<file path="src/sitc_pkg.sv">
// Shared types, constants and helpers for the sample index to timecode block.
// Depends on nothing; every other file imports it.
package sitc_pkg;

	localparam int RATE_BITS = 19;
	localparam int MODE_BITS = 2;
	localparam int HSEC_BITS = 12;
	localparam int HOUR_BITS = 8;
	localparam int MIN_BITS = 6;
	localparam int SEC_BITS = 6;
	localparam int PROD_BITS = 2 * RATE_BITS;
	localparam int FRAC_STEPS = RATE_BITS;

	localparam logic [RATE_BITS-1:0] RATE_RESET = 19'd48000;

	localparam logic [MODE_BITS-1:0] MODE_SAMPLES = 2'd0;
	localparam logic [MODE_BITS-1:0] MODE_MILLIS = 2'd1;
	localparam logic [MODE_BITS-1:0] MODE_FRAMES = 2'd2;

	localparam logic [RATE_BITS-1:0] UNIT_MILLIS = 19'd1000;
	localparam logic [RATE_BITS-1:0] UNIT_FRAMES = 19'd30;

	localparam logic [HSEC_BITS:0] SEC_PER_HOUR = 13'd3600;
	localparam logic [HSEC_BITS-1:0] SEC_PER_MIN = 12'd60;

	typedef struct packed {
		logic [RATE_BITS-1:0] rate;
		logic [RATE_BITS-1:0] unit;
	} cfg_t;

	typedef struct packed {
		logic                 valid;
		logic                 neg;
		logic [RATE_BITS-1:0] rem;
		logic [HSEC_BITS-1:0] hsec;
		logic [HOUR_BITS-1:0] hours;
	} sec_out_t;

	typedef struct packed {
		logic                 valid;
		logic                 neg;
		logic [HOUR_BITS-1:0] hours;
		logic [MIN_BITS-1:0]  minutes;
		logic [SEC_BITS-1:0]  seconds;
		logic [RATE_BITS-1:0] fraction;
	} frac_out_t;

	function automatic logic [RATE_BITS-1:0] unit_for_mode(
		input logic [MODE_BITS-1:0] mode,
		input logic [RATE_BITS-1:0] rate
	);
		logic [RATE_BITS-1:0] unit;
		case (mode)
			MODE_MILLIS: unit = UNIT_MILLIS;
			MODE_FRAMES: unit = UNIT_FRAMES;
			default:     unit = rate;
		endcase
		return unit;
	endfunction

endpackage

</file>
<file path="src/sitc_regs.sv">
// Configuration registers behind the APB-style port: sample rate and fraction mode.
// Depends on sitc_pkg.
module sitc_regs
	import sitc_pkg::*;
(
	input  logic        clk,
	input  logic        arst_n,
	input  logic        psel,
	input  logic        penable,
	input  logic        pwrite,
	input  logic [2:0]  paddr,
	input  logic [31:0] pwdata,
	output logic [31:0] prdata,
	output logic        pready,
	output cfg_t        cfg
);

	localparam logic REG_RATE = 1'b0;
	localparam logic REG_FRACTION_MODE = 1'b1;

	logic [RATE_BITS-1:0] rate_q;
	logic [MODE_BITS-1:0] mode_q;
	logic                 wr_en;

	assign pready = 1'b1;
	assign wr_en = psel && penable && pwrite;

	always_ff @(posedge clk or negedge arst_n) begin
		if (!arst_n) begin
			rate_q <= RATE_RESET;
			mode_q <= MODE_SAMPLES;
		end else if (wr_en) begin
			case (paddr[2])
				REG_RATE:          rate_q <= pwdata[RATE_BITS-1:0];
				REG_FRACTION_MODE: mode_q <= pwdata[MODE_BITS-1:0];
				default:           rate_q <= rate_q;
			endcase
		end
	end

	always_comb begin
		case (paddr[2])
			REG_RATE:          prdata = {{(32-RATE_BITS){1'b0}}, rate_q};
			REG_FRACTION_MODE: prdata = {{(32-MODE_BITS){1'b0}}, mode_q};
			default:           prdata = '0;
		endcase
	end

	assign cfg.rate = rate_q;
	assign cfg.unit = unit_for_mode(mode_q, rate_q);

endmodule

</file>
<file path="config.mk">
export PLATFORM = sky130hd
export DESIGN_NAME = sitc_regs
export DESIGN_NICKNAME = d
export VERILOG_FILES = /design/src/sitc_pkg.sv /design/src/sitc_regs.sv
export SDC_FILE = /design/constraint.sdc
export NUM_CORES = 1
export LEC_CHECK = 0
export ABC_AREA = 1
export BUFFER_PORTS_ARGS = -buffer_cell sky130_fd_sc_hd__buf_2
export CORE_ASPECT_RATIO = 1.2
export CORE_MARGIN = 8
export CORE_UTILIZATION = 35
export CTS_BUF_LIST = sky130_fd_sc_hd__clkbuf_16
export DETAILED_ROUTE_END_ITERATION = 12
export PLACE_DENSITY_LB_ADDON = 0.12
export SLEW_MARGIN = 20
export SYNTH_ARGS = -nofsm -noshare
export SYNTH_HDL_FRONTEND = slang
export SYNTH_SLANG_ARGS = --single-unit
</file>
<file path="constraint.sdc">
create_clock -name clk -period 1.1 [get_ports clk]
set_input_delay 0.055 -clock clk [delete_from_list [all_inputs] [get_ports clk]]
set_output_delay 0.055 -clock clk [all_outputs]
set_load 0.01 [all_outputs]
</file>
Yosys cells after proc, flatten, opt, wreduce, memory -nomap -nowiden. Index checks and enable logic that the tools add are counted.

Register bits: 21. Input bits: 40. Output and inout port bits: 71. Word-level logic and storage cells: 11.

Eq/ne operators: 2. Multiplexer cells: 2. Bitwise logic cells: 1. Reductions and logical operators: 4.

Operator list (count): $pmux 32 s2 (1); $pmux 19 s2 (1); $reduce_and 2->1 (2); $eq 2x1->1 const B (1); $eq 2x2->1 const B (1); $logic_and 1x1->1 (2); $not 1->1 (1).

Depth between registers and ports, before layout.
Depth after elaboration: 3. Mapped depth: 5. Depth with buffers taken out: 5.

Worst setup path before layout. No wires, ideal clock.

Kind: reg2out. Start: reg mode_q[0]. End: out cfg[0] in the netlist's numbering. Data arrival time: 1.117 ns. Setup slack: -0.072 ns. Cell stages (with the launch flop): 6. Path through: dfrtp_1 -> inv_1 -> ha_1 -> clkbuf_1 -> nand2_1 -> inv_1.

RTL lines: from (decl) (line sitc_regs.sv:22) `logic [MODE_BITS-1:0] mode_q;`; from (signal assigned) (line sitc_regs.sv:35) `REG_FRACTION_MODE: mode_q <= pwdata[MODE_BITS-1:0];`; to (decl) (line sitc_regs.sv:15) `output cfg_t cfg`.

==> results.json <==
{
  "outcome": "complete, but fails checks",
  "violations": "negative setup slack",
  "post_synth_most_frequent_cells": "sky130_fd_sc_hd__nand2_1, sky130_fd_sc_hd__inv_1, sky130_fd_sc_hd__nor2_1, sky130_fd_sc_hd__nand3_1, sky130_fd_sc_hd__buf_4",
  "grt_start_max_net_pins": 22,
  "grt_antenna_before_repair": 0,
  "netlist_area_mm2": 0.00138,
  "die-area_mm2": 0.00621,
  "worstSetupPathType": "flop to output pin",
  "port-buffer-count": 81,
  "grt_setup_unrepaired": "true",
  "crit_fanout": 6,
  "cts.sink_count": 21,
  "hpwlAfterDp_um": 3080,
  "grt_pass1_vias": 1362,
  "worst_skew_pair.late_latency_ns": 0.25,
  "ys.warnings.count": 0,
  "finalNetCount": 318,
  "start_util_pct": 35.8,
  "hold_path.class": "input port to flop",
  "fmaxAchievable_ghz": 0.692,
  "layout.cell_area.non_filler_mm2": 0.00199,
  "cell_types_with_the_largest_area_share_after_synthesis": "sky130_fd_sc_hd__dfrtp_1, sky130_fd_sc_hd__nand2_1, sky130_fd_sc_hd__dfstp_2",
  "synthesis_to_layout_area_growth_pct": 44.3,
  "setup_viol": 21,
  "synth-async-reset-ratio_pct": 100,
  "synth_ff_type": "sky130_fd_sc_hd__dfrtp_1",
  "synth_mux_area_share_pct": 0,
  "layout-drive-gt1-share_pct": 48.0,
  "worst-endpoint-required_ns": 1.04,
  "clock-skew-final_ns": 0,
  "final_util_pct": 51.7,
  "power_density_mw_per_mm2": 1720,
  "report.power.total_uw": 3420,
  "vias_per_cell": 4.23,
  "drv.max_cap_violation_count": 0,
  "coreArea_mm2": 0.00385,
  "finalMaxSlewViolations": 0,
  "gp_routability_congestion": 0.739,
  "num_rows": 25,
  "cell_with_the_most_instances_after_synthesis": "sky130_fd_sc_hd__nand2_1",
  "initialDrtViolationCount": 54,
  "clk_root_buffer_cell": "sky130_fd_sc_hd__clkbuf_16",
  "cts.reportedPaths.clkPinSlew_ns": 0.06,
  "cts-root-to-sink-buffers": 2,
  "share_of_the_synthesized_area_in_the_top_cell_type_pct": 25.4,
  "cts_buffers": 3,
  "synth_simple_gate_area_share_pct": 32.9,
  "insertedDiodeCount": 0,
  "die_width_um": 73.3,
  "post_synth_fa_ha_maj_area_fraction_pct": 1.82,
  "wirelength_um": 4160,
  "globalRouteOverflowTotal": 0,
  "synth_enable_flop_cells": 0,
  "postSynthCellCount": 189,
  "detailed_router_iteration_count_before_antenna_repair": 4,
  "peakVddDrop_uv": 832,
  "finalCritPeriodShare_pct": 131,
  "postSynthAreaPerCell_um2": 7.29,
  "grtUsageTotal_pct": 12.6,
  "synth_cell_type_count": 21,
  "post_synth_xor_area_fraction_pct": 0,
  "wire_length_of_the_first_global_routing_pass_um": 6240,
  "finalHoldViolations": 0,
  "seq_area_frac_synth_pct": 38.8,
  "worstSetupEndpointType": "output pin",
  "fp.dieH_um": 84.7,
  "place_area_mm2": 0.00179,
  "ios": 111,
  "tritoncts": "done",
  "fillerInstances": 402,
  "post-synth-top-area-cell": "sky130_fd_sc_hd__dfrtp_1",
  "leakagePower_uw": 0.00123,
  "num_vias": 1392,
  "complex_gate_fraction_of_the_synthesized_area_pct": 3.63,
  "postLayoutSetupSlackWorst_ns": -0.345,
  "route.detailed.drc": 0,
  "ctsHtreeMaxLevel": 1,
  "period_needed_ns": 1.44,
  "wl_per_cell_um": 12.6,
  "postSynthRegisterBits": 21,
  "setup.worst_path.start_class": "flop",
  "largest_family_of_logic_cells_by_synthesized_area": "simple AND/OR/NAND/NOR gates",
  "detail-route-antenna-nets": 0,
  "critPathArrivalTime_ns": 1.39
}
-- routing by layer --
metal	track usage [%]	part of all wire [%]
met4	2.74	0.87
met1	14.1	42
met2	21.4	46
met3	5.36	11
met5	0	0
-- power by group --
group	total, uW	leakage, uW	internal (uW)	switching, uW
Sequential	1090	0.000249	955	133
Clock	774	0.0000409	488	286
Combinational	1550	0.000939	672	883
Total	3420	0.00123	2120	1300
-- layout make-up --
| cell class | instances | area, um^2 | area share (%) |
|---|---|---|---|
| clock buffer | 3 | 75.1 | 3.78 |
| clock inverter | 1 | 5.00 | 0.252 |
| inverter | 33 | 129 | 6.48 |
| multi-input combinational | 125 | 639 | 32.2 |
| sequential | 21 | 534 | 26.9 |
| tap | 54 | 67.6 | 3.40 |
| timing repair buffer | 92 | 538 | 27.1 |
-- state kept, by name, summed over array words and instances, names as in the netlist --
name,cells
mode_q,2
rate_q,19
-- final timing paths --
path / startpoint / endpoint / slack, ns / cells past startpoint
max in group asynchronous: arst_n / rate_q[8]$_DFFE_PN1P_ / 0.44 / 2
hold / removal: pwdata[13] / rate_q[13]$_DFFE_PN1P_ / 0.005 / 3
setup reg to reg: rate_q[9]$_DFFE_PN1P_ / rate_q[9]$_DFFE_PN1P_ / 0.29 / 3
setup / recovery: mode_q[1]$_DFFE_PN0P_ / cfg[6] / -0.34 / 5
hold reg to reg: rate_q[7]$_DFFE_PN1P_ / rate_q[7]$_DFFE_PN1P_ / 0.48 / 2
min in group asynchronous: arst_n / rate_q[2]$_DFFE_PN0P_ / 0.30 / 2
-- timing repair --
action | CTS | global route
setup endpoints to repair | 25 | 29
pin swaps | 2 | 4
hold buffers | 1 | 0
hold endpoints to repair | 14 | 0
buffers inserted | 3 | 0
gates resized for setup | 14 | 19
-- kinds of logic (layout without fill, tap and decap cells) --
group	Yosys count	after routing
and+or+nand+nor	99	99
adders and majority gates	2	2
buffers and inverters	55	129
other	2	14
AOI/OAI and AO/OA	10	10
DFF	21	21
-- metrics by stage --
step / hold WS, ns / cells / worst slack [ns] / setup TNS [ns]
6_report: 0.00488 / 329 / -0.345 / -5.94
5_1_grt: 0.000508 / 329 / -0.402 / -7.07
4_1_cts: 0.00130 / 329 / -0.322 / -5.73
3_5_place_dp: 0.0493 / 321 / -0.146 / -1.68
3_3_place_gp: 0.0422 / 321 / -0.105 / -1.28
2_1_floorplan: -0.241 / 201 / -0.00961 / -0.0769
-- worst max-delay path, stage by stage (launching register included) --
cell                      delay, ns
sky130_fd_sc_hd__dfrtp_1       0.41
sky130_fd_sc_hd__ha_4          0.31
sky130_fd_sc_hd__inv_6         0.05
sky130_fd_sc_hd__buf_12        0.13
sky130_fd_sc_hd__o21ai_2       0.10
sky130_fd_sc_hd__buf_2         0.14
-- placed cells by master (no fill, tap or decap) --
cell type,n
sky130_fd_sc_hd__buf_12,3
sky130_fd_sc_hd__buf_2,80
sky130_fd_sc_hd__buf_4,6
sky130_fd_sc_hd__buf_6,2
sky130_fd_sc_hd__clkbuf_16,3
sky130_fd_sc_hd__clkinv_2,1
sky130_fd_sc_hd__conb_1,14
sky130_fd_sc_hd__dfrtp_1,14
sky130_fd_sc_hd__dfstp_2,7
sky130_fd_sc_hd__dlygate4sd3_1,1
sky130_fd_sc_hd__ha_4,2
sky130_fd_sc_hd__inv_1,22
sky130_fd_sc_hd__inv_2,10
sky130_fd_sc_hd__inv_6,1
sky130_fd_sc_hd__nand2_1,55
sky130_fd_sc_hd__nand2_2,2
sky130_fd_sc_hd__nand2_4,1
sky130_fd_sc_hd__nand3_1,16
sky130_fd_sc_hd__nand3_2,5
sky130_fd_sc_hd__nand4_1,1
sky130_fd_sc_hd__nand4_4,1
sky130_fd_sc_hd__nor2_1,15
sky130_fd_sc_hd__nor2_2,2
sky130_fd_sc_hd__nor2_4,1
sky130_fd_sc_hd__o21ai_0,2
sky130_fd_sc_hd__o21ai_1,3
sky130_fd_sc_hd__o21ai_2,5
Power figures use the tool's default switching activity.
