`config.mk`:
```
export PLATFORM = sky130hd
export DESIGN_NAME = sitc_sec_div
export DESIGN_NICKNAME = d
export VERILOG_FILES = /design/src/sitc_pkg.sv /design/src/sitc_sec_div.sv
export SDC_FILE = /design/constraint.sdc
export NUM_CORES = 2
export LEC_CHECK = 0
export BUFFER_PORTS_ARGS = -buffer_cell sky130_fd_sc_hd__buf_4
export CAP_MARGIN = 10
export CORE_MARGIN = 4
export CORE_UTILIZATION = 45
export DETAILED_ROUTE_END_ITERATION = 10
export PLACE_DENSITY = 0.6
export SETUP_SLACK_MARGIN = 0.02
export SLEW_MARGIN = 25
export SYNTH_ARGS = -nofsm -noshare
export SYNTH_HDL_FRONTEND = slang
export SYNTH_SLANG_ARGS = --single-unit
```
`constraint.sdc`:
```
create_clock -name clk -period 4 [get_ports clk]
set_clock_uncertainty 0.1 [all_clocks]
set_input_delay 0.8 -clock clk [delete_from_list [all_inputs] [get_ports clk]]
set_output_delay 0.8 -clock clk [all_outputs]
set_load 0.005 [all_outputs]
```
`src/sitc_pkg.sv`:
```
// Shared types, constants and helpers for the sample index to timecode block.
// Depends on nothing; every other file imports it.
package sitc_pkg;

	localparam int RATE_BITS = 19;
	localparam int MODE_BITS = 2;
	localparam int HSEC_BITS = 12;
	localparam int HOUR_BITS = 8;
	localparam int MIN_BITS = 6;
	localparam int SEC_BITS = 6;
	localparam int PROD_BITS = 2 * RATE_BITS;
	localparam int FRAC_STEPS = RATE_BITS;

	localparam logic [RATE_BITS-1:0] RATE_RESET = 19'd48000;

	localparam logic [MODE_BITS-1:0] MODE_SAMPLES = 2'd0;
	localparam logic [MODE_BITS-1:0] MODE_MILLIS = 2'd1;
	localparam logic [MODE_BITS-1:0] MODE_FRAMES = 2'd2;

	localparam logic [RATE_BITS-1:0] UNIT_MILLIS = 19'd1000;
	localparam logic [RATE_BITS-1:0] UNIT_FRAMES = 19'd30;

	localparam logic [HSEC_BITS:0] SEC_PER_HOUR = 13'd3600;
	localparam logic [HSEC_BITS-1:0] SEC_PER_MIN = 12'd60;

	typedef struct packed {
		logic [RATE_BITS-1:0] rate;
		logic [RATE_BITS-1:0] unit;
	} cfg_t;

	typedef struct packed {
		logic                 valid;
		logic                 neg;
		logic [RATE_BITS-1:0] rem;
		logic [HSEC_BITS-1:0] hsec;
		logic [HOUR_BITS-1:0] hours;
	} sec_out_t;

	typedef struct packed {
		logic                 valid;
		logic                 neg;
		logic [HOUR_BITS-1:0] hours;
		logic [MIN_BITS-1:0]  minutes;
		logic [SEC_BITS-1:0]  seconds;
		logic [RATE_BITS-1:0] fraction;
	} frac_out_t;

	function automatic logic [RATE_BITS-1:0] unit_for_mode(
		input logic [MODE_BITS-1:0] mode,
		input logic [RATE_BITS-1:0] rate
	);
		logic [RATE_BITS-1:0] unit;
		case (mode)
			MODE_MILLIS: unit = UNIT_MILLIS;
			MODE_FRAMES: unit = UNIT_FRAMES;
			default:     unit = rate;
		endcase
		return unit;
	endfunction

endpackage

```
`src/sitc_sec_div.sv`:
```
// Magnitude and whole-second pipeline: one quotient bit per stage, with the
// hour split riding on each new quotient bit. Depends on sitc_pkg.
module sitc_sec_div
	import sitc_pkg::*;
#(
	parameter int POSITION_BITS = 41
) (
	input  logic                            clk,
	input  logic                            arst_n,
	input  logic                            in_valid,
	input  logic signed [POSITION_BITS-1:0] position,
	input  logic [RATE_BITS-1:0]            rate,
	output sec_out_t                        result
);

	logic [POSITION_BITS-1:0] pos_u;
	logic [POSITION_BITS-1:0] mag_s  [0:POSITION_BITS-1];
	logic [RATE_BITS-1:0]     rem_s  [0:POSITION_BITS];
	logic [HSEC_BITS-1:0]     hsec_s [0:POSITION_BITS];
	logic [HOUR_BITS-1:0]     hour_s [0:POSITION_BITS];
	logic                     neg_s  [0:POSITION_BITS];
	logic                     vld_s  [0:POSITION_BITS];

	assign pos_u = position;

	always_ff @(posedge clk or negedge arst_n) begin
		if (!arst_n) begin
			vld_s[0] <= 1'b0;
		end else begin
			vld_s[0] <= in_valid;
		end
	end

	always_ff @(posedge clk) begin
		mag_s[0]  <= pos_u[POSITION_BITS-1] ? (~pos_u + 1'b1) : pos_u;
		neg_s[0]  <= pos_u[POSITION_BITS-1];
		rem_s[0]  <= '0;
		hsec_s[0] <= '0;
		hour_s[0] <= '0;
	end

	for (genvar k = 0; k < POSITION_BITS; k++) begin : g_stage
		logic [RATE_BITS:0]   part;
		logic [RATE_BITS:0]   diff;
		logic                 ge;
		logic [HSEC_BITS:0]   hpart;
		logic [HSEC_BITS:0]   hdiff;
		logic                 hge;

		always_comb begin
			part  = {rem_s[k], mag_s[k][POSITION_BITS-1-k]};
			diff  = part - {1'b0, rate};
			ge    = part >= {1'b0, rate};
			hpart = {hsec_s[k], ge};
			hdiff = hpart - SEC_PER_HOUR;
			hge   = hpart >= SEC_PER_HOUR;
		end

		always_ff @(posedge clk or negedge arst_n) begin
			if (!arst_n) begin
				vld_s[k+1] <= 1'b0;
			end else begin
				vld_s[k+1] <= vld_s[k];
			end
		end

		always_ff @(posedge clk) begin
			rem_s[k+1]  <= ge ? diff[RATE_BITS-1:0] : part[RATE_BITS-1:0];
			hsec_s[k+1] <= hge ? hdiff[HSEC_BITS-1:0] : hpart[HSEC_BITS-1:0];
			hour_s[k+1] <= {hour_s[k][HOUR_BITS-2:0], hge};
			neg_s[k+1]  <= neg_s[k];
		end

		if (k < POSITION_BITS - 1) begin : g_mag
			always_ff @(posedge clk) begin
				mag_s[k+1] <= mag_s[k];
			end
		end
	end

	assign result.valid = vld_s[POSITION_BITS];
	assign result.neg   = neg_s[POSITION_BITS];
	assign result.rem   = rem_s[POSITION_BITS];
	assign result.hsec  = hsec_s[POSITION_BITS];
	assign result.hours = hour_s[POSITION_BITS];

endmodule

```
# After elaboration in Yosys (flattened, before gate mapping)
# Memories as Yosys holds them, arrays and structs flattened.
# Index checks and enable logic that the tools add are counted.
# W data, S select, Z words.
# totals
regBits	42
latchBits	0
ramBits	3361
romBits	0
inputBits	63
out_inout_bits	41
word_cells	296
n_memories	5
# memory_table
name	words	width	read_ports	rd_ports_with_merged_regs	write_ports	line_no	source
mag_s	41	41	41	0	41	sitc_sec_div.sv:17	logic [POSITION_BITS-1:0] mag_s [0:POSITION_BITS-1];
rem_s	42	19	42	0	42	sitc_sec_div.sv:18	logic [RATE_BITS-1:0] rem_s [0:POSITION_BITS];
hsec_s	42	12	42	0	42	sitc_sec_div.sv:19	logic [HSEC_BITS-1:0] hsec_s [0:POSITION_BITS];
hour_s	42	8	42	0	42	sitc_sec_div.sv:20	logic [HOUR_BITS-1:0] hour_s [0:POSITION_BITS];
neg_s	42	1	42	0	42	sitc_sec_div.sv:21	logic neg_s [0:POSITION_BITS];
# op_classes
addsub	83
multipliers	0
div_mod_pow	0
order_cmp	82
eq_ne	0
shifts	0
muxes	83
bitwise	1
n_reduce_logical	0
# ops
cell	count
$ge A20 B19 Y1	41
$mux W19	41
$sub A19 B19 Y19	41
$ge A13 B12 Y1 const B	41
$mux W12	41
$sub A12 B12 Y12 const B	41
$add A41 B1 Y41 const B	1
$mux W41	1
$not A41 Y41	1

# Depth between registers and ports, before layout
# logic_depth
ltp_word	3
mapped_depth	15

# Worst setup path after synthesis
# Ideal clock, no wire load.
# synth_timing
kind	input-to-reg
startpoint	input rate[2]
endpoint	memory hsec_s[16][5], in the netlist hsec_s[1][5]
arrival_time_ns	4.436
required_time_ns	3.813
setup_slack_ns	-0.623
stages	11
n_path_buf	0
cell_sequence	inv_1 ha_1 nand2b_1 a211oi_1 o41a_1 a211o_1 or3_1 a2111oi_2 and4b_1 nor3_1 o31ai_1
# synth_lines
element	line_no	source
start, declared	sitc_sec_div.sv:12	input logic [RATE_BITS-1:0] rate,
end, declared	sitc_sec_div.sv:19	

==> metrics <==
status finished clean; cts bufs inserted 225; cell-internal power 59.45 mW; final worst path period need 3.539 ns; DR iter-0 viols 3982; io pins 104; initial core utilization 0.4540; CP Data Arrival Time 4.20 ns; H-tree Lvls 4; most common cell after layout, fill and taps aside dfxtp_1; post-layout net count 11290; post-DR vias/cell 5.319; Reg power frac 0.342; Max Cap Violations 0; Setup Fix Bufs, Post-CTS 0; synthesis-stage register bit count 2186; fraction of the mapped netlist area in adder cells 0.1177; Finished Cell Area 112400 um^2; RR Endpoint hsec_s[1][5]$_DFF_P_; overall power 91.64 mW; CP Capture Type flop; P_sw 32.19 mW; Clk pwr share 0.246; Core Rows 167; fin worst setup slack 0.4610 ns; initial antenna violation count 4; hold path cells 3; P&R area growth vs syn 19.22%; Final Wtd Congestion 0.9104; GRT Total Usage 0.2003; CTS Sinks 2186; crit path max fanout 3; Detailed Routing Iterations Pass 1 6; Post-Syn Nets 10460; CP Data Required Time 4.66 ns; Worst R2R Path Depth 12; worst hold margin 0.09699 ns; synth warn 0; R2R Setup Slk 0.56 ns; detailed placement HPWL 168800 um; pin count of the biggest net entering global routing 43; register area share after synthesis 0.4663; layout cells sized above 1 0.1497; core area 207700 um^2; # setup viols final 0; relative slew slack 0.3480; Synth Area in Compound Gates 0.1668; Die Area 216900 um^2; placed cell area 103800 um^2; # hold bufs at CTS 33; Mapped Area 94290 um^2; Detail Route Antenna Nets 0; RSZ-0062 raised after global routing no; Setup Crit Path Kind in2reg; vias in the first global route 69730; Placement Setup Slack -0.2758 ns; worst min path class in2reg; fin crit share 0.8848; Simple-Gate Fraction of Synth Area 0.1258; Port Buffers 103; Fmax 282.6 MHz; CTS tree built; final core utilization 0.5412; Die Y 465.8 um; WP buf/inv 3; post-CTS sizing 0; largest family of logic cells by synthesized area compound AO/OA/AOI/OAI gates; XOR/XNOR Fraction of Synth Area 0.06205; Fillers 18540; CP startpoint kind input port; gr ovfl total 0; WL per Instance 16.66 um; Bufs on Longest Clock Path 3; Root Buffer clkbuf_16; min-delay src position[1]; Distinct cells, synth 81; Placed Cells 12890; Worst VDD drop 0.5715 mV; post-synthesis mux area share 0.03887; Crit path top cell by count or3_4; worst r2r src mag_s[0][640]$_DFF_P_; die width 465.8 um; drt total wl 222400 um; synthesized area per cell 9.891 um^2; first-pass GRT wire length 357700 um; synthesized instance count 9533; Post-synth EDFFs 0; Sum Neg Setup Slack 0 ns; DRC 0; Worst Hold Endpoint mag_s[0][1]$_DFF_P_; commonest cells after routing, fill and taps aside dfxtp_1 (2144), ha_1 (809), o21ai_0 (756); Synth Flop Type dfxtp_1; Slowest-stage cell, CP dlygate4sd3_1; critical path cell sequence dlygate4sd3_1, buf_4, inv_1, ha_1, nand3_1, or3_4, or4_4, or3_4, or3_4, or4_4, nor4b_1; pwr dens 815.2 nW/um^2; worst skew pair latency 0.89 ns; Sw Share 0.3512; Gate power share 0.412; clock-pin transition on the worst setup and hold timing paths 0.06 ns; Slew @ Worst Pin 0.9533 ns; Crit path largest cell delay 0.53 ns; Top delay family on crit path simple AND/OR/NAND/NOR gates; total number of vias 71000; P_leak 49.50 nW; Async SR Flop Fraction 0.01921; non-filler instance count after layout 13350; Slew Limit Fails 0; final hold viol count 0
power by group through the flow:
stage / clock network [mW] / registers, mW / logic [mW]
global placement: 0 / 31.9 / 36.6
finish: 22.5 / 31.4 / 37.7
global route: 24.1 / 32.0 / 42.4
floorplan: 0 / 30.4 / 27.0
CTS: 23.2 / 31.5 / 37.7
detailed placement: 0 / 31.9 / 37.4
logic make-up after synthesis:
| logic type | count (synthesis) |
|---|---|
| AOI/OAI and AO/OA | 2535 |
| and+or+nand+nor | 2397 |
| muxes | 330 |
| adders and majority gates | 863 |
| DFF | 2186 |
| buffers and inverters | 554 |
| xor gates and xnor gates | 668 |
cells in the mapped netlist (31+ instances only):
| library cell | n | area (um^2) |
|---|---|---|
| mux2_2 | 289 | 3254 |
| nand2_1 | 733 | 2751 |
| a21o_1 | 276 | 2072 |
| dfxtp_1 | 2144 | 42920 |
| and2_1 | 33 | 206.5 |
| inv_1 | 377 | 1415 |
| a211o_1 | 31 | 271.5 |
| or3_1 | 81 | 506.7 |
| nand2b_1 | 140 | 875.8 |
| nor3_1 | 206 | 1031 |
| a21oi_1 | 689 | 3448 |
| o21bai_1 | 64 | 480.5 |
| nand4_1 | 122 | 763.2 |
| or2_2 | 59 | 369.1 |
| nand3_1 | 158 | 790.8 |
| xor2_1 | 285 | 2496 |
| nand3b_1 | 32 | 240.2 |
| o21a_1 | 112 | 840.8 |
| xnor2_1 | 383 | 3354 |
| clkbuf_1 | 151 | 566.8 |
| nor4_1 | 54 | 337.8 |
| nor2b_1 | 105 | 656.9 |
| ha_1 | 823 | 10300 |
| o31ai_1 | 130 | 975.9 |
| o21ai_0 | 771 | 3859 |
| fa_1 | 40 | 800.8 |
| nor2_1 | 481 | 1805 |
| dfrtp_1 | 42 | 1051 |
| and3_1 | 65 | 406.6 |
| a211oi_1 | 56 | 420.4 |
| mux2i_1 | 41 | 410.4 |
| a31oi_1 | 83 | 519.3 |
| o211ai_1 | 43 | 322.8 |
state kept, by name, summed over array words and instances, names as in the netlist:
name and flops:
neg_s 42, vld_s 41, result 1, hsec_s 426, rem_s 779, hour_s 36
mag_s 861
layout make-up:
cell class              count  area (um^2)  area share
flip-flops and latches   2186        43970      0.3912
repair buffers            774         6669     0.05932
clock buffers             291         6260     0.05569
inverters                 380         1460     0.01299
diodes                      5        12.51   0.0001113
clock inverters           131         2013     0.01791
well taps                2788         3488     0.03103
multi-input cells        6793        48540      0.4318
worst max-delay path by stage:
stage	from	to	cells after the start
3_5_place_dp	rate[0]	hsec_s[1][164]$_DFF_P_	16
2_1_floorplan	rate[2]	rem_s[2][119]$_DFF_P_	10
5_1_grt	mag_s[1][384]$_DFF_P_	hsec_s[1][127]$_DFF_P_	14
4_1_cts	position[0]	mag_s[0][40]$_SDFF_PN0_	11
3_3_place_gp	rate[0]	hsec_s[1][164]$_DFF_P_	16
6_report	position[0]	mag_s[0][40]$_SDFF_PN0_	11
worst register-to-register path: cells and delay by family (launching register included):
family,cells,cell delay [ns]
adder cells (fa/ha/maj),2,0.40
flip-flops,1,0.31
AND/OR/NAND/NOR,4,0.95
buffers and inverters,1,0.07
AO/OA/AOI/OAI,5,1.54
metal layers:
layer	global-route usage	share of wire
met5	0	0
met2	0.3396	0.47
met4	0.06537	0.030
met3	0.02700	0.040
met1	0.2635	0.46
Power figures use the tool's default switching activity.
