### src/sitc_pkg.sv
// Shared types, constants and helpers for the sample index to timecode block.
// Depends on nothing; every other file imports it.
package sitc_pkg;

	localparam int RATE_BITS = 19;
	localparam int MODE_BITS = 2;
	localparam int HSEC_BITS = 12;
	localparam int HOUR_BITS = 8;
	localparam int MIN_BITS = 6;
	localparam int SEC_BITS = 6;
	localparam int PROD_BITS = 2 * RATE_BITS;
	localparam int FRAC_STEPS = RATE_BITS;

	localparam logic [RATE_BITS-1:0] RATE_RESET = 19'd48000;

	localparam logic [MODE_BITS-1:0] MODE_SAMPLES = 2'd0;
	localparam logic [MODE_BITS-1:0] MODE_MILLIS = 2'd1;
	localparam logic [MODE_BITS-1:0] MODE_FRAMES = 2'd2;

	localparam logic [RATE_BITS-1:0] UNIT_MILLIS = 19'd1000;
	localparam logic [RATE_BITS-1:0] UNIT_FRAMES = 19'd30;

	localparam logic [HSEC_BITS:0] SEC_PER_HOUR = 13'd3600;
	localparam logic [HSEC_BITS-1:0] SEC_PER_MIN = 12'd60;

	typedef struct packed {
		logic [RATE_BITS-1:0] rate;
		logic [RATE_BITS-1:0] unit;
	} cfg_t;

	typedef struct packed {
		logic                 valid;
		logic                 neg;
		logic [RATE_BITS-1:0] rem;
		logic [HSEC_BITS-1:0] hsec;
		logic [HOUR_BITS-1:0] hours;
	} sec_out_t;

	typedef struct packed {
		logic                 valid;
		logic                 neg;
		logic [HOUR_BITS-1:0] hours;
		logic [MIN_BITS-1:0]  minutes;
		logic [SEC_BITS-1:0]  seconds;
		logic [RATE_BITS-1:0] fraction;
	} frac_out_t;

	function automatic logic [RATE_BITS-1:0] unit_for_mode(
		input logic [MODE_BITS-1:0] mode,
		input logic [RATE_BITS-1:0] rate
	);
		logic [RATE_BITS-1:0] unit;
		case (mode)
			MODE_MILLIS: unit = UNIT_MILLIS;
			MODE_FRAMES: unit = UNIT_FRAMES;
			default:     unit = rate;
		endcase
		return unit;
	endfunction

endpackage

### src/sitc_frac_div.sv
// Fraction pipeline: scales the in-second remainder by the unit and divides by
// the rate one bit per stage, and splits minutes and seconds. Depends on sitc_pkg.
module sitc_frac_div
	import sitc_pkg::*;
(
	input  logic                 clk,
	input  logic                 arst_n,
	input  sec_out_t             sec_in,
	input  logic [RATE_BITS-1:0] rate,
	input  logic [RATE_BITS-1:0] unit,
	output frac_out_t            result
);

	logic [HSEC_BITS-1:0] ms_rem;
	logic [MIN_BITS-1:0]  ms_q;

	logic [RATE_BITS-1:0] frem_s  [0:FRAC_STEPS];
	logic [RATE_BITS-1:0] fbits_s [0:FRAC_STEPS-1];
	logic [RATE_BITS-1:0] fq_s    [0:FRAC_STEPS];
	logic [HOUR_BITS-1:0] hour_s  [0:FRAC_STEPS];
	logic [MIN_BITS-1:0]  min_s   [0:FRAC_STEPS];
	logic [SEC_BITS-1:0]  sec_s   [0:FRAC_STEPS];
	logic                 neg_s   [0:FRAC_STEPS];
	logic                 vld_s   [0:FRAC_STEPS];
	logic [PROD_BITS-1:0] prod;

	always_comb begin
		ms_rem = sec_in.hsec;
		ms_q   = '0;
		for (int i = MIN_BITS - 1; i >= 0; i--) begin
			if (ms_rem >= (SEC_PER_MIN << i)) begin
				ms_rem  = ms_rem - (SEC_PER_MIN << i);
				ms_q[i] = 1'b1;
			end
		end
	end

	assign prod = PROD_BITS'(sec_in.rem) * PROD_BITS'(unit);

	always_ff @(posedge clk or negedge arst_n) begin
		if (!arst_n) begin
			vld_s[0] <= 1'b0;
		end else begin
			vld_s[0] <= sec_in.valid;
		end
	end

	always_ff @(posedge clk) begin
		frem_s[0]  <= prod[PROD_BITS-1:FRAC_STEPS];
		fbits_s[0] <= prod[FRAC_STEPS-1:0];
		fq_s[0]    <= '0;
		hour_s[0]  <= sec_in.hours;
		min_s[0]   <= ms_q;
		sec_s[0]   <= ms_rem[SEC_BITS-1:0];
		neg_s[0]   <= sec_in.neg;
	end

	for (genvar k = 0; k < FRAC_STEPS; k++) begin : g_stage
		logic [RATE_BITS:0] part;
		logic [RATE_BITS:0] diff;
		logic               ge;

		always_comb begin
			part = {frem_s[k], fbits_s[k][FRAC_STEPS-1-k]};
			diff = part - {1'b0, rate};
			ge   = part >= {1'b0, rate};
		end

		always_ff @(posedge clk or negedge arst_n) begin
			if (!arst_n) begin
				vld_s[k+1] <= 1'b0;
			end else begin
				vld_s[k+1] <= vld_s[k];
			end
		end

		always_ff @(posedge clk) begin
			frem_s[k+1] <= ge ? diff[RATE_BITS-1:0] : part[RATE_BITS-1:0];
			fq_s[k+1]   <= {fq_s[k][RATE_BITS-2:0], ge};
			hour_s[k+1] <= hour_s[k];
			min_s[k+1]  <= min_s[k];
			sec_s[k+1]  <= sec_s[k];
			neg_s[k+1]  <= neg_s[k];
		end

		if (k < FRAC_STEPS - 1) begin : g_bits
			always_ff @(posedge clk) begin
				fbits_s[k+1] <= fbits_s[k];
			end
		end
	end

	assign result.valid    = vld_s[FRAC_STEPS];
	assign result.neg      = neg_s[FRAC_STEPS];
	assign result.hours    = hour_s[FRAC_STEPS];
	assign result.minutes  = min_s[FRAC_STEPS];
	assign result.seconds  = sec_s[FRAC_STEPS];
	assign result.fraction = fq_s[FRAC_STEPS];

endmodule

### config.mk
export PLATFORM = sky130hd
export DESIGN_NAME = sitc_frac_div
export DESIGN_NICKNAME = d
export VERILOG_FILES = /design/src/sitc_pkg.sv /design/src/sitc_frac_div.sv
export SDC_FILE = /design/constraint.sdc
export NUM_CORES = 2
export LEC_CHECK = 0
export BUFFER_PORTS_ARGS = -buffer_cell sky130_fd_sc_hd__clkbuf_2
export CORE_UTILIZATION = 40
export DETAILED_ROUTE_END_ITERATION = 7
export GPL_TIMING_DRIVEN = 0
export HOLD_SLACK_MARGIN = 0.03
export PLACE_DENSITY = 0.62
export SYNTH_ARGS = -nofsm -noshare
export SYNTH_HDL_FRONTEND = slang
export SYNTH_SLANG_ARGS = --single-unit
### constraint.sdc
create_clock -name clk -period 4.1 [get_ports clk]
set_input_delay 1.23 -clock clk [delete_from_list [all_inputs] [get_ports clk]]
set_output_delay 1.23 -clock clk [all_outputs]
set_load 0.005 [all_outputs]
# Yosys cells after proc, flatten, opt, wreduce, memory -nomap -nowiden
# Memories as Yosys holds them, arrays and structs flattened.
# Cells that the tools add are included.
classes:
  n_mul: 1
  n_addsub: 25
  magnitude_cmp: 25
  n_mux: 31
ops:
  columns: ["op", "count"]
  rows:
  - ["20-bit by 19-bit greater-or-equal comparator with 1-bit output", 19]
  - ["19-bit two-way mux", 19]
  - ["19-bit subtractor", 19]
  - ["12-bit two-way mux", 5]
  - ["19-bit by 19-bit multiplier with 38-bit output", 1]
  - ["12-bit by 10-bit greater-or-equal comparator with 1-bit output (second input constant)", 1]
  - ["12-bit by 11-bit greater-or-equal comparator with 1-bit output (second input constant)", 1]
  - ["12-bit by 6-bit greater-or-equal comparator with 1-bit output (second input constant)", 1]
  - ["12-bit by 7-bit greater-or-equal comparator with 1-bit output (second input constant)", 1]
  - ["12-bit by 8-bit greater-or-equal comparator with 1-bit output (second input constant)", 1]
  - ["12-bit by 9-bit greater-or-equal comparator with 1-bit output (second input constant)", 1]
  - ["12-bit by 10-bit subtractor with 12-bit output (second input constant)", 1]
  - ["12-bit by 11-bit subtractor with 12-bit output (second input constant)", 1]
  - ["12-bit by 7-bit subtractor with 12-bit output (second input constant)", 1]
  - ["12-bit by 8-bit subtractor with 12-bit output (second input constant)", 1]
  - ["12-bit by 9-bit subtractor with 12-bit output (second input constant)", 1]
  - ["1-bit two-way mux", 6]
  - ["6-bit two-way mux", 1]
  - ["6-bit subtractor (second input constant)", 1]
totals:
  word_cells: 109
  output_inout_bits: 41
  input_bits: 81
  ramBits: 1541
  n_memories: 7
  regBits: 20
memory_table:
  columns: ["name", "depth", "word_bits", "rd", "rd_ports_with_merged_regs", "write_ports", "line_no", "source"]
  rows:
  - ["fq_s", 20, 19, 20, 0, 20, "sitc_frac_div.sv:19", "logic [RATE_BITS-1:0] fq_s [0:FRAC_STEPS];"]
  - ["frem_s", 20, 19, 19, 0, 20, "sitc_frac_div.sv:17", "logic [RATE_BITS-1:0] frem_s [0:FRAC_STEPS];"]
  - ["fbits_s", 19, 19, 19, 0, 19, "sitc_frac_div.sv:18", "logic [RATE_BITS-1:0] fbits_s [0:FRAC_STEPS-1];"]
  - ["hour_s", 20, 8, 20, 0, 20, "sitc_frac_div.sv:20", "logic [HOUR_BITS-1:0] hour_s [0:FRAC_STEPS];"]
  - ["min_s", 20, 6, 20, 0, 20, "sitc_frac_div.sv:21", "logic [MIN_BITS-1:0] min_s [0:FRAC_STEPS];"]
  - ["sec_s", 20, 6, 20, 0, 20, "sitc_frac_div.sv:22", "logic [SEC_BITS-1:0] sec_s [0:FRAC_STEPS];"]
  - ["1 more memories", null, null, null, null, null, null, null]

# Longest topological paths before layout
logic_depth:
  word_depth: 12
  ltp_mapped: 29
  mapped_depth_nobuf: 27

# Least setup slack after synthesis
# Ideal clock, no wire load.
synth_path:
  path_type: "input to register"
  from: "in unit[12]"
  to: "mem frem_s[0][18]"
  required_ns: 3.979
  path_buffers: 2
  cell_stages: 28
  arrival_time_ns: 7.362
  setup_slack_ns: -3.383
  setup_ns: 0.121
  path_cell_list: "clkbuf_1 buf_1 nand2_1 fa_1 inv_1 fa_1 inv_1 fa_1 inv_1 fa_1 inv_1 fa_1 inv_1 fa_1 ha_1 a21o_1 a21oi_1 o21bai_1 a21oi_1 nor2_1 nor2_1 o311ai_0 nand4_1 a21boi_0 or4_1 a31oi_1 o21bai_1 xnor2_1"
synth_lines:
  columns: ["item", "line_no", "source"]
  rows:
  - ["start: declaration", "sitc_frac_div.sv:10", "input logic [RATE_BITS-1:0] unit,"]
  - ["end: declaration", "sitc_frac_div.sv:17", null]

==> metrics.cfg <==
[worst_hold_path]
min_from = fbits_s[5][12]
hold_path_end = fbits_s[6][12]
min_path_cells = 0
hp-class = reg2reg

[setup_path]
reg2reg_slack_ns = 0.31
startpoint_type = input pin
endpoint_kind = register
required_ns = 4.74
crit_start = sec_in[37]
critPathTopFamily = adder cells
cpPeakStageDelay_ns = 0.59
crit_slowest_cell = fa_1
worst-path-buf-inv = 6
crit_arrival_ns = 7.14
crit_type = in2reg
critical_path_peak_fanout = 10
crit_top_cell = fa_1
ff2ff_path_depth = 19
reg2reg_from = fbits_s[6][12]
reg2reg_to = frem_s[7][6]

[global_routing]
overflow = 0
grt_pass1_vias = 38610
grt_max_degree = 21
track_usage = 0.175
grt_pass1_wl_microns = 197000
antenna_found_initial = 1

[synthesis]
synth_warnings = 0
ys_seq_elements = 1181
syn_area_sq_um = 55600
yosys.area.top_type = dfxtp_1
synthArstFlopShare = 0.0169
ys.flop_type = dfxtp_1
yosysSeqAreaShare = 0.427
yosysUniqueCellTypes = 92
synth.avg_cell_area_sq_um = 10.5
ys_top_cells_by_area = dfxtp_1, ha_1, fa_1, mux2_2, inv_1
yosysTopAreaCellShare = 0.418
synth_commonest_cells = dfxtp_1, inv_1, ha_1, nand2_1, fa_1
yosysMostFrequentCell = dfxtp_1
syn_nets = 6163
postSynthCellCount = 5286
synth_edf_count = 0

[timing]
period_needed_ns = 6.50
rsz0062_at_grt = true
fin_crit_sh = 1.59
finalMaxSlewViolations = 0
max_slew_margin = 0.430
skew_ns = 0.0541
worst_slew_pin_slew_ns = 0.854
setup_violations = 76
fmax_mhz = 154
setup_ws_ns = -2.40
finalHoldViolations = 0
fin_setup_tns_ns = -59.41

[layout]
syn_to_final_growth_pct = 24.9
post-route-util = 0.505
drive_gt1_frac = 0.237
final_nets = 6666

[clock_tree]
clock_sinks = 1181
clkTransAtPathRegs_ns = 0.06
cts-buffers-inserted = 119
tritoncts = yes
clockBufferDepth = 3
postCtsHoldBufs = 0
insertion_delay_ns = 0.75
root_buffer = clkbuf_16
htree_levels = 3

[floorplan]
io-pin-count = 122
fp-row-count = 136
core_area_sq_um = 138000
die-area_sq_um = 141000
die_h_microns = 375
start_util = 0.404
die_w_microns = 375

[drt]
drt_first_pass_iters = 6
drt.antenna.violating_nets = 0
viasPerCell = 4.93
drt-total-wl_microns = 125000
drt_iter0_markers = 2027
drt-wirelength-per-cell_microns = 16.2
vias = 37909
drc = 0

[placed_design]
dp_hpwl_microns = 87000
port_buffers = 91
place_congestion = 0.880

[run]
cap_viol_max_count = 0

[power_and_ir_drop]
p_leak_nw = 31.7
pwr_density_cell_nw_per_um2 = 1000
ir_drop_v = 0.00165
power.total_w = 0.0696

[status]
violations = negative setup slack
status = finished, violations left

==> flip-flops by register name, indices dropped and copies added (netlist names) <==
name     cells
frem_s     361
vld_s       19
sec_s      120
neg_s       20
result       1
min_s      120
hour_s     160
fbits_s    190
fq_s       190
==> layout make-up <==
class	instances	area, sq um
Multi-Input combinational cell	3430	31700
Tap cell	1794	2240
Antenna cell	2	5.00
Sequential cell	1181	23700
Timing Repair Buffer	385	3440
Clock buffer	165	3370
Inverter	535	2050
Fill cell	12048	68200
Clock inverter	55	861
Buffer	137	2080
==> metal layers <==
metal / global-route usage / vias to the layer above / part of all wire
met5: 0 / - / 0
met4: 0.0723 / 0 / 0.040
met3: 0.0253 / 288 / 0.040
met2: 0.300 / 798 / 0.47
met1: 0.218 / 18129 / 0.45
li1: - / 18694 / -
==> cell families after synthesis <==
logic type | Yosys count | synth area share
compound gates | 811 | 0.0944
buf+inv | 675 | 0.0474
flops | 1181 | 0.427
xor+xnor | 264 | 0.0417
fa+ha+maj | 796 | 0.220
mux | 321 | 0.0642
simple gates | 1238 | 0.105
==> cells in the final DEF, fill, tap and decap left out, types with 88 or more instances in the layout <==
cell type	Yosys	layout
mux2_2	278	225
a21o_1	115	107
clkbuf_16	0	176
ha_1	490	432
nand2_1	459	427
fa_1	306	284
and2_1	122	121
inv_1	534	491
nor2_1	280	274
dfxtp_1	1161	1161
xnor2_1	192	181
buf_4	22	257
o21ai_1	3	88
a21oi_1	192	159
==> worst register-to-register path, delay by kind of cell (launching register included) <==
family | cells | cell delay (ns)
AOI/OAI and AO/OA | 11 | 1.65
adders and majority gates | 2 | 0.65
buffers and inverters | 3 | 0.42
DFF | 1 | 0.32
muxes | 1 | 0.30
and+or+nand+nor | 2 | 0.32
==> worst max path at each step <==
stage	to	slack (ns)	cells after the start
after CTS	frem_s[0][18]	-2.36	28
after detailed placement	frem_s[0][18]	-3.85	25
after floorplan	frem_s[0][18]	-2.81	28
after global routing	frem_s[0][18]	-2.59	28
after global placement	frem_s[0][18]	-3.83	25
final	frem_s[0][18]	-2.40	26
==> metrics by stage <==
step                setup WS, ns  std cells  instance area, sq um  hold slack (ns)
floorplan                  -2.81       5286                 57100            0.310
global placement           -3.83       7171                 59800            0.310
detailed placement         -3.85       7176                 59900            0.312
CTS                        -2.36       7598                 67700            0.276
global route               -2.59       7683                 69500            0.285
finish                     -2.40       7684                 69500            0.284
==> report_power, final <==
part | leakage, nW | internal, W | switching (W)
clock | 2.04 | 0.00673 | 0.00454
sequential | 10.0 | 0.0163 | 0.00176
combinational | 19.6 | 0.0206 | 0.0197
==> what timing repair did <==
| action | CTS | global route |
|---|---|---|
| endpoints found under the setup margin | 401 | 383 |
| gates resized for setup | 373 | 382 |
| cloned | 3 | 2 |
| buffers inserted | 208 | 87 |
| pin swaps | 165 | 195 |
(Power assumes the default switching activity.)
